$ cat src/rtl/mnva_pkg.sv
// ----------------------------------------------------------------------------
// MIDI note voice allocator package
// Shared types and constants for the voice allocator modules.
// ----------------------------------------------------------------------------
package mnva_pkg;

    localparam int BYTE_W     = 8;
    localparam int NOTE_W     = 7;
    localparam int DRIVE_W    = 5;
    localparam int KIND_W     = 2;
    localparam int TDATA_W    = 16;
    localparam int OUTQ_DEPTH = 4;
    localparam int OUTQ_AW    = 2;

    // status[6:4] for note-on (0x9n) and note-off (0x8n)
    localparam logic [2:0] OP_NOTE_ON  = 3'h1;
    localparam logic [2:0] OP_NOTE_OFF = 3'h0;

    typedef enum logic [KIND_W-1:0] {
        KIND_ECHO = 2'd0,
        KIND_ON   = 2'd1,
        KIND_OFF  = 2'd2
    } t_kind;

    typedef enum logic [2:0] {
        ST_IDLE,
        ST_SEARCH,
        ST_WR_MAIN,
        ST_WR_MIRROR,
        ST_EMIT
    } t_state;

    typedef struct packed {
        t_kind               kind;
        logic [BYTE_W-1:0]   value;
        logic [DRIVE_W-1:0]  drive;
        logic                last;
    } t_result;

endpackage

$ cat src/rtl/mnva_ram.sv
// ----------------------------------------------------------------------------
// Generic RAM
// Single write port, single read port, registered read data.
// ----------------------------------------------------------------------------
module mnva_ram #(
    parameter int WIDTH = 8,
    parameter int DEPTH = 8
) (
    input  logic                     i_clk,
    input  logic                     i_we,
    input  logic [$clog2(DEPTH)-1:0] i_waddr,
    input  logic [WIDTH-1:0]         i_wdata,
    input  logic                     i_re,
    input  logic [$clog2(DEPTH)-1:0] i_raddr,
    output logic [WIDTH-1:0]         o_rdata
);

    logic [WIDTH-1:0] r_mem [DEPTH];

    always_ff @(posedge i_clk) begin
        if (i_we) begin
            r_mem[i_waddr] <= i_wdata;
        end
        if (i_re) begin
            o_rdata <= r_mem[i_raddr];
        end
    end

endmodule

$ cat src/rtl/mnva_ctrl.sv
// ----------------------------------------------------------------------------
// Voice allocator control
// Message parser, note table scan and update, result staging.
// ----------------------------------------------------------------------------
module mnva_ctrl #(
    parameter int DRIVES = 8
) (
    input  logic                        i_clk,
    input  logic                        i_rst_n,
    input  logic                        i_cfg_valid,
    input  logic                        i_cfg_data,
    input  logic                        i_in_valid,
    output logic                        o_in_ready,
    input  logic [mnva_pkg::BYTE_W-1:0] i_in_byte,
    output logic                        o_push_valid,
    input  logic                        i_push_ready,
    output mnva_pkg::t_result           o_push
);
    import mnva_pkg::*;

    localparam int AW   = $clog2(DRIVES);
    localparam int CW   = $clog2(DRIVES + 1);
    localparam int HALF = DRIVES / 2;

    t_state              r_state, n_state;
    logic [1:0]          r_held, n_held;
    logic [BYTE_W-1:0]   r_status, n_status;
    logic [NOTE_W-1:0]   r_note, n_note;
    logic [BYTE_W-1:0]   r_byte, n_byte;
    logic                r_alloc, n_alloc;
    logic                r_stereo;
    logic [CW-1:0]       r_addr, n_addr;
    logic                r_chk_v, n_chk_v;
    logic [AW-1:0]       r_chk_a, n_chk_a;
    logic [AW-1:0]       r_hit, n_hit;
    logic [DRIVES-1:0]   r_valid, n_valid;
    t_result             r_res [3];
    t_result             n_res [3];
    logic [1:0]          r_res_n, n_res_n;
    logic [1:0]          r_res_i, n_res_i;

    logic                ram_we;
    logic [AW-1:0]       ram_waddr;
    logic [NOTE_W-1:0]   ram_wdata;
    logic                ram_re;
    logic [NOTE_W-1:0]   ram_rdata;

    logic [CW-1:0]       limit;
    logic                issue;
    logic [NOTE_W-1:0]   entry;
    logic [NOTE_W-1:0]   target;
    logic                mirror;
    logic [AW-1:0]       mirror_a;
    logic [2:0]          op;

    function automatic t_result echo_res(input logic [BYTE_W-1:0] v);
        t_result r;
        r = '{kind: KIND_ECHO, value: v, drive: '0, last: 1'b0};
        return r;
    endfunction

    mnva_ram #(
        .WIDTH(NOTE_W),
        .DEPTH(DRIVES)
    ) u_table (
        .i_clk  (i_clk),
        .i_we   (ram_we),
        .i_waddr(ram_waddr),
        .i_wdata(ram_wdata),
        .i_re   (ram_re),
        .i_raddr(r_addr[AW-1:0]),
        .o_rdata(ram_rdata)
    );

    assign o_in_ready = (r_state == ST_IDLE);
    assign op         = r_status[6:4];
    assign limit      = (r_alloc && r_stereo) ? CW'(HALF) : CW'(DRIVES);
    assign issue      = (r_addr < limit);
    assign entry      = r_valid[r_chk_a] ? ram_rdata : '0;
    assign target     = r_alloc ? '0 : r_note;
    assign mirror     = r_stereo && (CW'(r_hit) < CW'(HALF));
    assign mirror_a   = AW'(CW'(r_hit) + CW'(HALF));

    always_comb begin
        n_state   = r_state;
        n_held    = r_held;
        n_status  = r_status;
        n_note    = r_note;
        n_byte    = r_byte;
        n_alloc   = r_alloc;
        n_addr    = r_addr;
        n_chk_v   = 1'b0;
        n_chk_a   = r_chk_a;
        n_hit     = r_hit;
        n_valid   = r_valid;
        n_res     = r_res;
        n_res_n   = r_res_n;
        n_res_i   = r_res_i;
        ram_we    = 1'b0;
        ram_waddr = r_hit;
        ram_wdata = r_alloc ? r_note : '0;
        ram_re    = 1'b0;
        o_push_valid = 1'b0;
        o_push       = r_res[r_res_i];
        o_push.last  = (r_res_i == r_res_n - 2'd1);

        case (r_state)
            ST_IDLE: begin
                n_res_i = '0;
                n_addr  = '0;
                if (i_in_valid) begin
                    case (r_held)
                        2'd0: begin
                            if (!i_in_byte[7]) begin
                                n_res[0] = echo_res(i_in_byte);
                                n_res_n  = 2'd1;
                                n_state  = ST_EMIT;
                            end else begin
                                n_status = i_in_byte;
                                n_held   = 2'd1;
                            end
                        end
                        2'd1: begin
                            if (i_in_byte[7]) begin
                                n_res[0] = echo_res(r_status);
                                n_res[1] = echo_res(i_in_byte);
                                n_res_n  = 2'd2;
                                n_held   = 2'd0;
                                n_state  = ST_EMIT;
                            end else begin
                                n_note = i_in_byte[NOTE_W-1:0];
                                n_held = 2'd2;
                            end
                        end
                        default: begin
                            n_held = 2'd0;
                            n_byte = i_in_byte;
                            if (!i_in_byte[7] && r_note != '0 &&
                                (op == OP_NOTE_ON || op == OP_NOTE_OFF)) begin
                                n_alloc = (op == OP_NOTE_ON);
                                n_state = ST_SEARCH;
                            end else begin
                                n_res[0] = echo_res(r_status);
                                n_res[1] = echo_res({1'b0, r_note});
                                n_res[2] = echo_res(i_in_byte);
                                n_res_n  = 2'd3;
                                n_state  = ST_EMIT;
                            end
                        end
                    endcase
                end
            end
            ST_SEARCH: begin
                // one read issued per cycle, compared in the cycle after
                ram_re  = issue;
                n_addr  = r_addr + CW'(issue);
                n_chk_v = issue;
                n_chk_a = r_addr[AW-1:0];
                if (r_chk_v && entry == target) begin
                    n_hit   = r_chk_a;
                    n_state = ST_WR_MAIN;
                end else if (r_chk_v && r_chk_a == AW'(limit - CW'(1))) begin
                    n_res[0] = echo_res(r_status);
                    n_res[1] = echo_res({1'b0, r_note});
                    n_res[2] = echo_res(r_byte);
                    n_res_n  = 2'd3;
                    n_state  = ST_EMIT;
                end
            end
            ST_WR_MAIN: begin
                ram_we         = 1'b1;
                n_valid[r_hit] = 1'b1;
                n_res[0] = '{kind:  r_alloc ? KIND_ON : KIND_OFF,
                             value: {1'b0, r_note},
                             drive: DRIVE_W'(r_hit) + DRIVE_W'(1),
                             last:  1'b0};
                n_res[1] = '{kind:  r_alloc ? KIND_ON : KIND_OFF,
                             value: {1'b0, r_note},
                             drive: DRIVE_W'(r_hit) + DRIVE_W'(HALF + 1),
                             last:  1'b0};
                n_res_n  = mirror ? 2'd2 : 2'd1;
                n_state  = mirror ? ST_WR_MIRROR : ST_EMIT;
            end
            ST_WR_MIRROR: begin
                ram_we            = 1'b1;
                ram_waddr         = mirror_a;
                n_valid[mirror_a] = 1'b1;
                n_state           = ST_EMIT;
            end
            ST_EMIT: begin
                o_push_valid = 1'b1;
                if (i_push_ready) begin
                    if (o_push.last) begin
                        n_state = ST_IDLE;
                    end else begin
                        n_res_i = r_res_i + 2'd1;
                    end
                end
            end
            default: begin
                n_state = ST_IDLE;
            end
        endcase
    end

    always_ff @(posedge i_clk) begin
        if (!i_rst_n) begin
            r_state  <= ST_IDLE;
            r_held   <= '0;
            r_stereo <= 1'b0;
            r_valid  <= '0;
            r_chk_v  <= 1'b0;
            r_res_i  <= '0;
            r_res_n  <= '0;
            r_addr   <= '0;
        end else begin
            r_state  <= n_state;
            r_held   <= n_held;
            r_valid  <= n_valid;
            r_chk_v  <= n_chk_v;
            r_res_i  <= n_res_i;
            r_res_n  <= n_res_n;
            r_addr   <= n_addr;
            if (i_cfg_valid) begin
                r_stereo <= i_cfg_data;
            end
        end
    end

    always_ff @(posedge i_clk) begin
        r_status <= n_status;
        r_note   <= n_note;
        r_byte   <= n_byte;
        r_alloc  <= n_alloc;
        r_chk_a  <= n_chk_a;
        r_hit    <= n_hit;
        r_res    <= n_res;
    end

endmodule

$ cat src/rtl/mnva_outq.sv
// ----------------------------------------------------------------------------
// Result queue
// Small FIFO between the control and the output stream.
// ----------------------------------------------------------------------------
module mnva_outq (
    input  logic              i_clk,
    input  logic              i_rst_n,
    input  logic              i_push_valid,
    output logic              o_push_ready,
    input  mnva_pkg::t_result i_push,
    output logic              o_valid,
    input  logic              i_ready,
    output mnva_pkg::t_result o_data
);
    import mnva_pkg::*;

    localparam int CNT_W = OUTQ_AW + 1;

    t_result              r_mem [OUTQ_DEPTH];
    logic [OUTQ_AW-1:0]   r_wp, n_wp;
    logic [OUTQ_AW-1:0]   r_rp, n_rp;
    logic [CNT_W-1:0]     r_cnt, n_cnt;
    logic                 push;
    logic                 pop;

    assign o_push_ready = (r_cnt != CNT_W'(OUTQ_DEPTH));
    assign o_valid      = (r_cnt != '0);
    assign o_data       = r_mem[r_rp];
    assign push         = i_push_valid && o_push_ready;
    assign pop          = o_valid && i_ready;

    always_comb begin
        n_wp  = r_wp + OUTQ_AW'(push);
        n_rp  = r_rp + OUTQ_AW'(pop);
        n_cnt = r_cnt + CNT_W'(push) - CNT_W'(pop);
    end

    always_ff @(posedge i_clk) begin
        if (!i_rst_n) begin
            r_wp  <= '0;
            r_rp  <= '0;
            r_cnt <= '0;
        end else begin
            r_wp  <= n_wp;
            r_rp  <= n_rp;
            r_cnt <= n_cnt;
        end
    end

    always_ff @(posedge i_clk) begin
        if (push) begin
            r_mem[r_wp] <= i_push;
        end
    end

endmodule

$ cat src/rtl/midi_note_voice_allocator_top.sv
// ----------------------------------------------------------------------------
// MIDI note voice allocator
// Parses a MIDI byte stream and assigns note-on/off to drives.
// ----------------------------------------------------------------------------
// Input stream: one MIDI byte per request on s_axis. Output stream: one
// result per request on m_axis, tuser = kind (echo, note on, note off),
// tdata = value and drive, tlast marks the final result of an input byte.
// Config: i_cfg_valid/i_cfg_data writes stereo mode; o_cfg_ready is always
// high. Write it only while no byte is in flight.
// A byte that gives results holds off the next byte until each result has
// been pushed to the queue. A completed note message scans the note table
// RAM, one entry per cycle through its registered read port, then on a hit
// writes one or two entries. s_axis_tready is high only while the control
// waits for a byte.
// Results go through a 4-entry queue, so a stalled receiver holds back the
// input only once the queue is full.
// Reset (synchronous, active low) empties the queue, drops any partial
// message, marks every drive free and clears stereo mode.
// ----------------------------------------------------------------------------
module midi_note_voice_allocator_top #(
    parameter int DRIVES = 8
) (
    input  logic        i_clk,
    input  logic        i_rst_n,
    input  logic        s_axis_tvalid,
    output logic        s_axis_tready,
    input  logic [7:0]  s_axis_tdata,   // [7:0] rx_byte
    output logic        m_axis_tvalid,
    input  logic        m_axis_tready,
    output logic [15:0] m_axis_tdata,   // [7:0] value, [12:8] drive, [15:13] zero
    output logic [1:0]  m_axis_tuser,   // [1:0] kind
    output logic        m_axis_tlast,
    input  logic        i_cfg_valid,
    output logic        o_cfg_ready,
    input  logic        i_cfg_data
);
    import mnva_pkg::*;

    logic    push_valid;
    logic    push_ready;
    t_result push_data;
    t_result head;

    assign o_cfg_ready = 1'b1;

    mnva_ctrl #(
        .DRIVES(DRIVES)
    ) u_ctrl (
        .i_clk       (i_clk),
        .i_rst_n     (i_rst_n),
        .i_cfg_valid (i_cfg_valid),
        .i_cfg_data  (i_cfg_data),
        .i_in_valid  (s_axis_tvalid),
        .o_in_ready  (s_axis_tready),
        .i_in_byte   (s_axis_tdata),
        .o_push_valid(push_valid),
        .i_push_ready(push_ready),
        .o_push      (push_data)
    );

    mnva_outq u_outq (
        .i_clk       (i_clk),
        .i_rst_n     (i_rst_n),
        .i_push_valid(push_valid),
        .o_push_ready(push_ready),
        .i_push      (push_data),
        .o_valid     (m_axis_tvalid),
        .i_ready     (m_axis_tready),
        .o_data      (head)
    );

    assign m_axis_tdata = {(TDATA_W - BYTE_W - DRIVE_W)'(0), head.drive, head.value};
    assign m_axis_tuser = head.kind;
    assign m_axis_tlast = head.last;

endmodule

$ cat config.mk
export PLATFORM = sky130hd
export DESIGN_NAME = midi_note_voice_allocator_top
export DESIGN_NICKNAME = d
export VERILOG_FILES = /design/src/rtl/mnva_pkg.sv /design/src/rtl/mnva_ram.sv /design/src/rtl/mnva_ctrl.sv /design/src/rtl/mnva_outq.sv /design/src/rtl/midi_note_voice_allocator_top.sv
export SDC_FILE = /design/constraint.sdc
export NUM_CORES = 1
export LEC_CHECK = 0
export ABC_CLOCK_PERIOD_IN_PS = 3850
export CORE_ASPECT_RATIO = 1.2
export CORE_MARGIN = 5
export CORE_UTILIZATION = 50
export DETAILED_ROUTE_END_ITERATION = 8
export DONT_BUFFER_PORTS = 1
export PLACE_DENSITY = 0.76
export RECOVER_POWER = 50
export SLEW_MARGIN = 0
export SYNTH_ARGS = -nofsm -noshare
export SYNTH_HDL_FRONTEND = slang
export SYNTH_HIERARCHICAL = 1
export SYNTH_SLANG_ARGS = --single-unit
$ cat constraint.sdc
create_clock -name i_clk -period 3.85 [get_ports i_clk]
set_clock_uncertainty 0.15 [all_clocks]
set_input_delay 0.385 -clock i_clk [delete_from_list [all_inputs] [get_ports i_clk]]
set_output_delay 0.385 -clock i_clk [all_outputs]
set_load 0.005 [all_outputs]
==> flow_summary.rst <==
.. list-table::
   :header-rows: 1

   * - Metric
     - Value
   * - Slew HR
     - 0.0779
   * - Port bufs
     - 0
   * - Via count
     - 5239
   * - Portion of total power attributed to sequential cells
     - 0.526
   * - Highest fanout seen on the critical path
     - 11
   * - Period Utilization, post-route
     - 0.876
   * - Filler cell count
     - 1508
   * - Internal power component
     - 4.22 mW
   * - Final weighted congestion of routability-driven global placement
     - 0.955
   * - Number of DRC violations after detailed routing
     - 0
   * - Deepest clock path buffer count
     - 3
   * - Most used cells in the layout excluding fill and tap cells
     - 192 x sky130_fd_sc_hd__edfxtp_1, 66 x sky130_fd_sc_hd__nand2_1, 43 x sky130_fd_sc_hd__nor2_1, 30 x sky130_fd_sc_hd__dfxtp_1
   * - Setup violations, final
     - 0
   * - Area contributors post-synth
     - sky130_fd_sc_hd__edfxtp_1 61%, sky130_fd_sc_hd__dfxtp_1 6.4%, sky130_fd_sc_hd__mux4_1 3.9%
   * - Final routed wirelength across all metal layers
     - 18400 µm
   * - Insertion delay to the later sink of the worst-skew pair
     - 490 ps
   * - Most used DFF post-synth
     - sky130_fd_sc_hd__edfxtp_1
   * - Std-Cell Core Area
     - 18700 µm²
   * - Number of clock sinks
     - 222
   * - Placement Setup Slack
     - 577 ps
   * - Diodes inserted
     - 0
   * - Fraction of power spent switching nets
     - 0.233
   * - Boundary pin count
     - 36
   * - Slew at the pin closest to its max-slew limit
     - 1370 ps
   * - Utilization after layout
     - 0.557
   * - Final Slew Violations
     - 0
   * - Mean instance size in the synthesized netlist
     - 15.0 µm²
   * - Tot GR Track Use
     - 0.170
   * - Portion of total power attributed to the clock network
     - 0.365
   * - Unrepaired setup endpoints after global routing
     - no
   * - Count of flip-flops with a built-in enable after synthesis
     - 192
   * - First-pass GRT wire length
     - 29200 µm
   * - Outcome
     - finished clean
   * - CTS tree
     - built
   * - H-tree depth reported by CTS
     - 1
   * - Data arrival at the endpoint of the critical path
     - 3340 ps
   * - Post-Route Hold Slack
     - 61.5 ps
   * - Num CTS Buffers
     - 22
   * - Final WS setup
     - 476 ps
   * - Switching power total
     - 1.28 mW
   * - Static Leak
     - 3.49 nW
   * - Via count of the first global-routing pass
     - 5367
   * - Final Hold Viols
     - 0
   * - DRT Pass-1 Iters
     - 5
   * - Cell depth of the worst min-delay path
     - 3
   * - Antenna Violating Nets Remaining
     - 0
   * - Flip-flop and latch count after synthesis
     - 222
   * - Syn Std Cell Area
     - 9430 µm²
   * - Initial DRC count
     - 286
   * - Power density over cell area
     - 527 nW/µm²
   * - Number of vias per cell after detailed routing
     - 5.74
   * - Worst r2r path cells
     - 8
   * - Highest Clock Rate
     - 296 MHz
   * - Initial Utilization
     - 0.504
   * - Yosys cell types
     - 67
   * - Leading area contributor after synthesis
     - sky130_fd_sc_hd__edfxtp_1
   * - Part of the Yosys area used for sequential elements
     - 0.675
   * - Kind of end point of the critical path
     - flop
   * - Root buffer cell
     - sky130_fd_sc_hd__clkbuf_16
   * - Worst-path clk slew
     - 60 ps
   * - Pin count of the biggest net entering global routing
     - 22
   * - DP Wirelength
     - 12600 µm
   * - Count of max-cap constraint violations
     - 0
   * - Grt total ovfl
     - 0
   * - Initial antenna violation count
     - 0
   * - Post-route total power
     - 5.50 mW
   * - Hold/Removal Path Class
     - in -> reg
   * - Required time reported for the critical path endpoint
     - 3810 ps
   * - Share of the synthesized area in the top cell type
     - 0.612
   * - Worst voltage drop across the vdd grid
     - 0.437 mV
   * - Width of the chip
     - 135 µm
   * - Combinational group share of total power
     - 0.109
   * - WS Path Type
     - reg -> reg
   * - Average routed wire per standard cell
     - 20.2 µm
   * - Final net count
     - 662
   * - Most common library cell in the layout ignoring fill and taps
     - sky130_fd_sc_hd__edfxtp_1
   * - Proportion of layout cells with a drive suffix above 1
     - 0.134
   * - Die Footprint
     - 21700 µm²
   * - Cell Rows
     - 55
   * - Sum of negative setup slack
     - 0 ps
   * - Post-layout minimum cycle time
     - 3370 ps
   * - P&R area growth vs syn
     - 10.6%
   * - Element type at the critical path start
     - flop
   * - Setup slack, reg-to-reg
     - 480 ps
   * - Count of mapped cells out of synthesis
     - 630
   * - Vertical die dimension
     - 160 µm
   * - Proportion of synthesized flip-flops having asynchronous set or reset
     - 0
   * - Syn. warnings
     - 6
-- power by group through the flow --
| stage | sequential [mW] | clock (mW) | combinational (mW) |
|---|---|---|---|
| final | 2.89 | 2.01 | 0.601 |
| after global routing | 2.91 | 2.17 | 0.658 |
| after CTS | 2.90 | 2.06 | 0.609 |
| after detailed placement | 2.95 | 0 | 0.586 |
| after global placement | 2.94 | 0 | 0.562 |
| after floorplan | 2.87 | 0 | 0.526 |
-- cells by family after synthesis --
kind of cell | synth area share
other | 0.00119
AOI/OAI and AO/OA | 0.0609
muxes | 0.117
DFF | 0.675
xor gates and xnor gates | 0.0102
adders and majority gates | 0.0101
buffers and inverters | 0.0267
and+or+nand+nor | 0.0982
-- final cells by class --
type	count	area (µm²)	area share
flip-flops and latches	222	6370	0.611
clock buffers	24	579	0.0556
repair buffers	18	155	0.0149
clock inverters	16	109	0.0104
multi-input cells	361	2840	0.272
inverters	16	61.3	0.00588
well taps	256	320	0.0307
-- worst max-delay path, stage by stage, from the launching register on --
cell and delay, ps:
sky130_fd_sc_hd__dfxtp_1 610, sky130_fd_sc_hd__inv_1 230, sky130_fd_sc_hd__nand2_1 210, sky130_fd_sc_hd__inv_1 120, sky130_fd_sc_hd__nand2_1 90, sky130_fd_sc_hd__xor2_1 340, sky130_fd_sc_hd__inv_1 180, sky130_fd_sc_hd__nand2b_1 260
sky130_fd_sc_hd__nor3_1 810
-- state kept, by name, indices dropped and copies added (netlist names), 3 cells and up --
name                    cells
u_outq/r_cnt                3
u_ctrl/r_note               7
u_ctrl/r_valid              8
u_ctrl/r_hit                3
u_ctrl/u_table/o_rdata      7
u_outq/r_mem               64
u_ctrl/r_chk_a              3
u_ctrl/r_state              3
u_ctrl/r_addr               4
u_ctrl/r_byte               8
u_ctrl/r_status             7
u_ctrl/r_res               36
u_ctrl/u_table/r_mem       56
-- metal layers --
layer | track usage | up-vias | part of all wire
li1 | - | 2405 | -
met5 | 0 | - | 0
met1 | 0.204 | 2615 | 0.38
met2 | 0.312 | 175 | 0.54
met3 | 0.0266 | 44 | 0.052
met4 | 0.0513 | 0 | 0.025
-- path summary, 6_finish.rpt --
path,endpoint,from
min reg2reg,u_ctrl/r_res_n[0],u_ctrl/r_res_n[0]
max reg2reg,u_ctrl/u_table/r_mem[0][3],u_ctrl/r_state[2]
max,u_ctrl/u_table/r_mem[0][3],u_ctrl/r_state[2]
min,u_outq/r_rp[0],m_axis_tready
-- synthesized netlist by cell type (15+ instances only) --
cell                       number
sky130_fd_sc_hd__a21oi_1       22
sky130_fd_sc_hd__and2_1        19
sky130_fd_sc_hd__clkbuf_1      15
sky130_fd_sc_hd__dfxtp_1       30
sky130_fd_sc_hd__edfxtp_1     192
sky130_fd_sc_hd__mux2i_1       22
sky130_fd_sc_hd__mux4_2        16
sky130_fd_sc_hd__nand2_1       66
sky130_fd_sc_hd__nor2_1        43
sky130_fd_sc_hd__o21ai_0       22
-- through the flow --
stage          cell area, µm²  instances
2_1_floorplan            9430        632
3_3_place_gp             9640        862
3_5_place_dp             9640        862
4_1_cts                 10400        913
5_1_grt                 10400        913
6_report                10400        913
-- what timing repair did --
| item | CTS | global route |
|---|---|---|
| setup buffers | 0 | 0 |
| endpoints found under the setup margin | 0 | 0 |
| hold buffers | 11 | 0 |
| endpoints found under the hold margin | 58 | 0 |
| resized for setup | 0 | 0 |
Note: power is estimated with default switching activity, not from simulation.
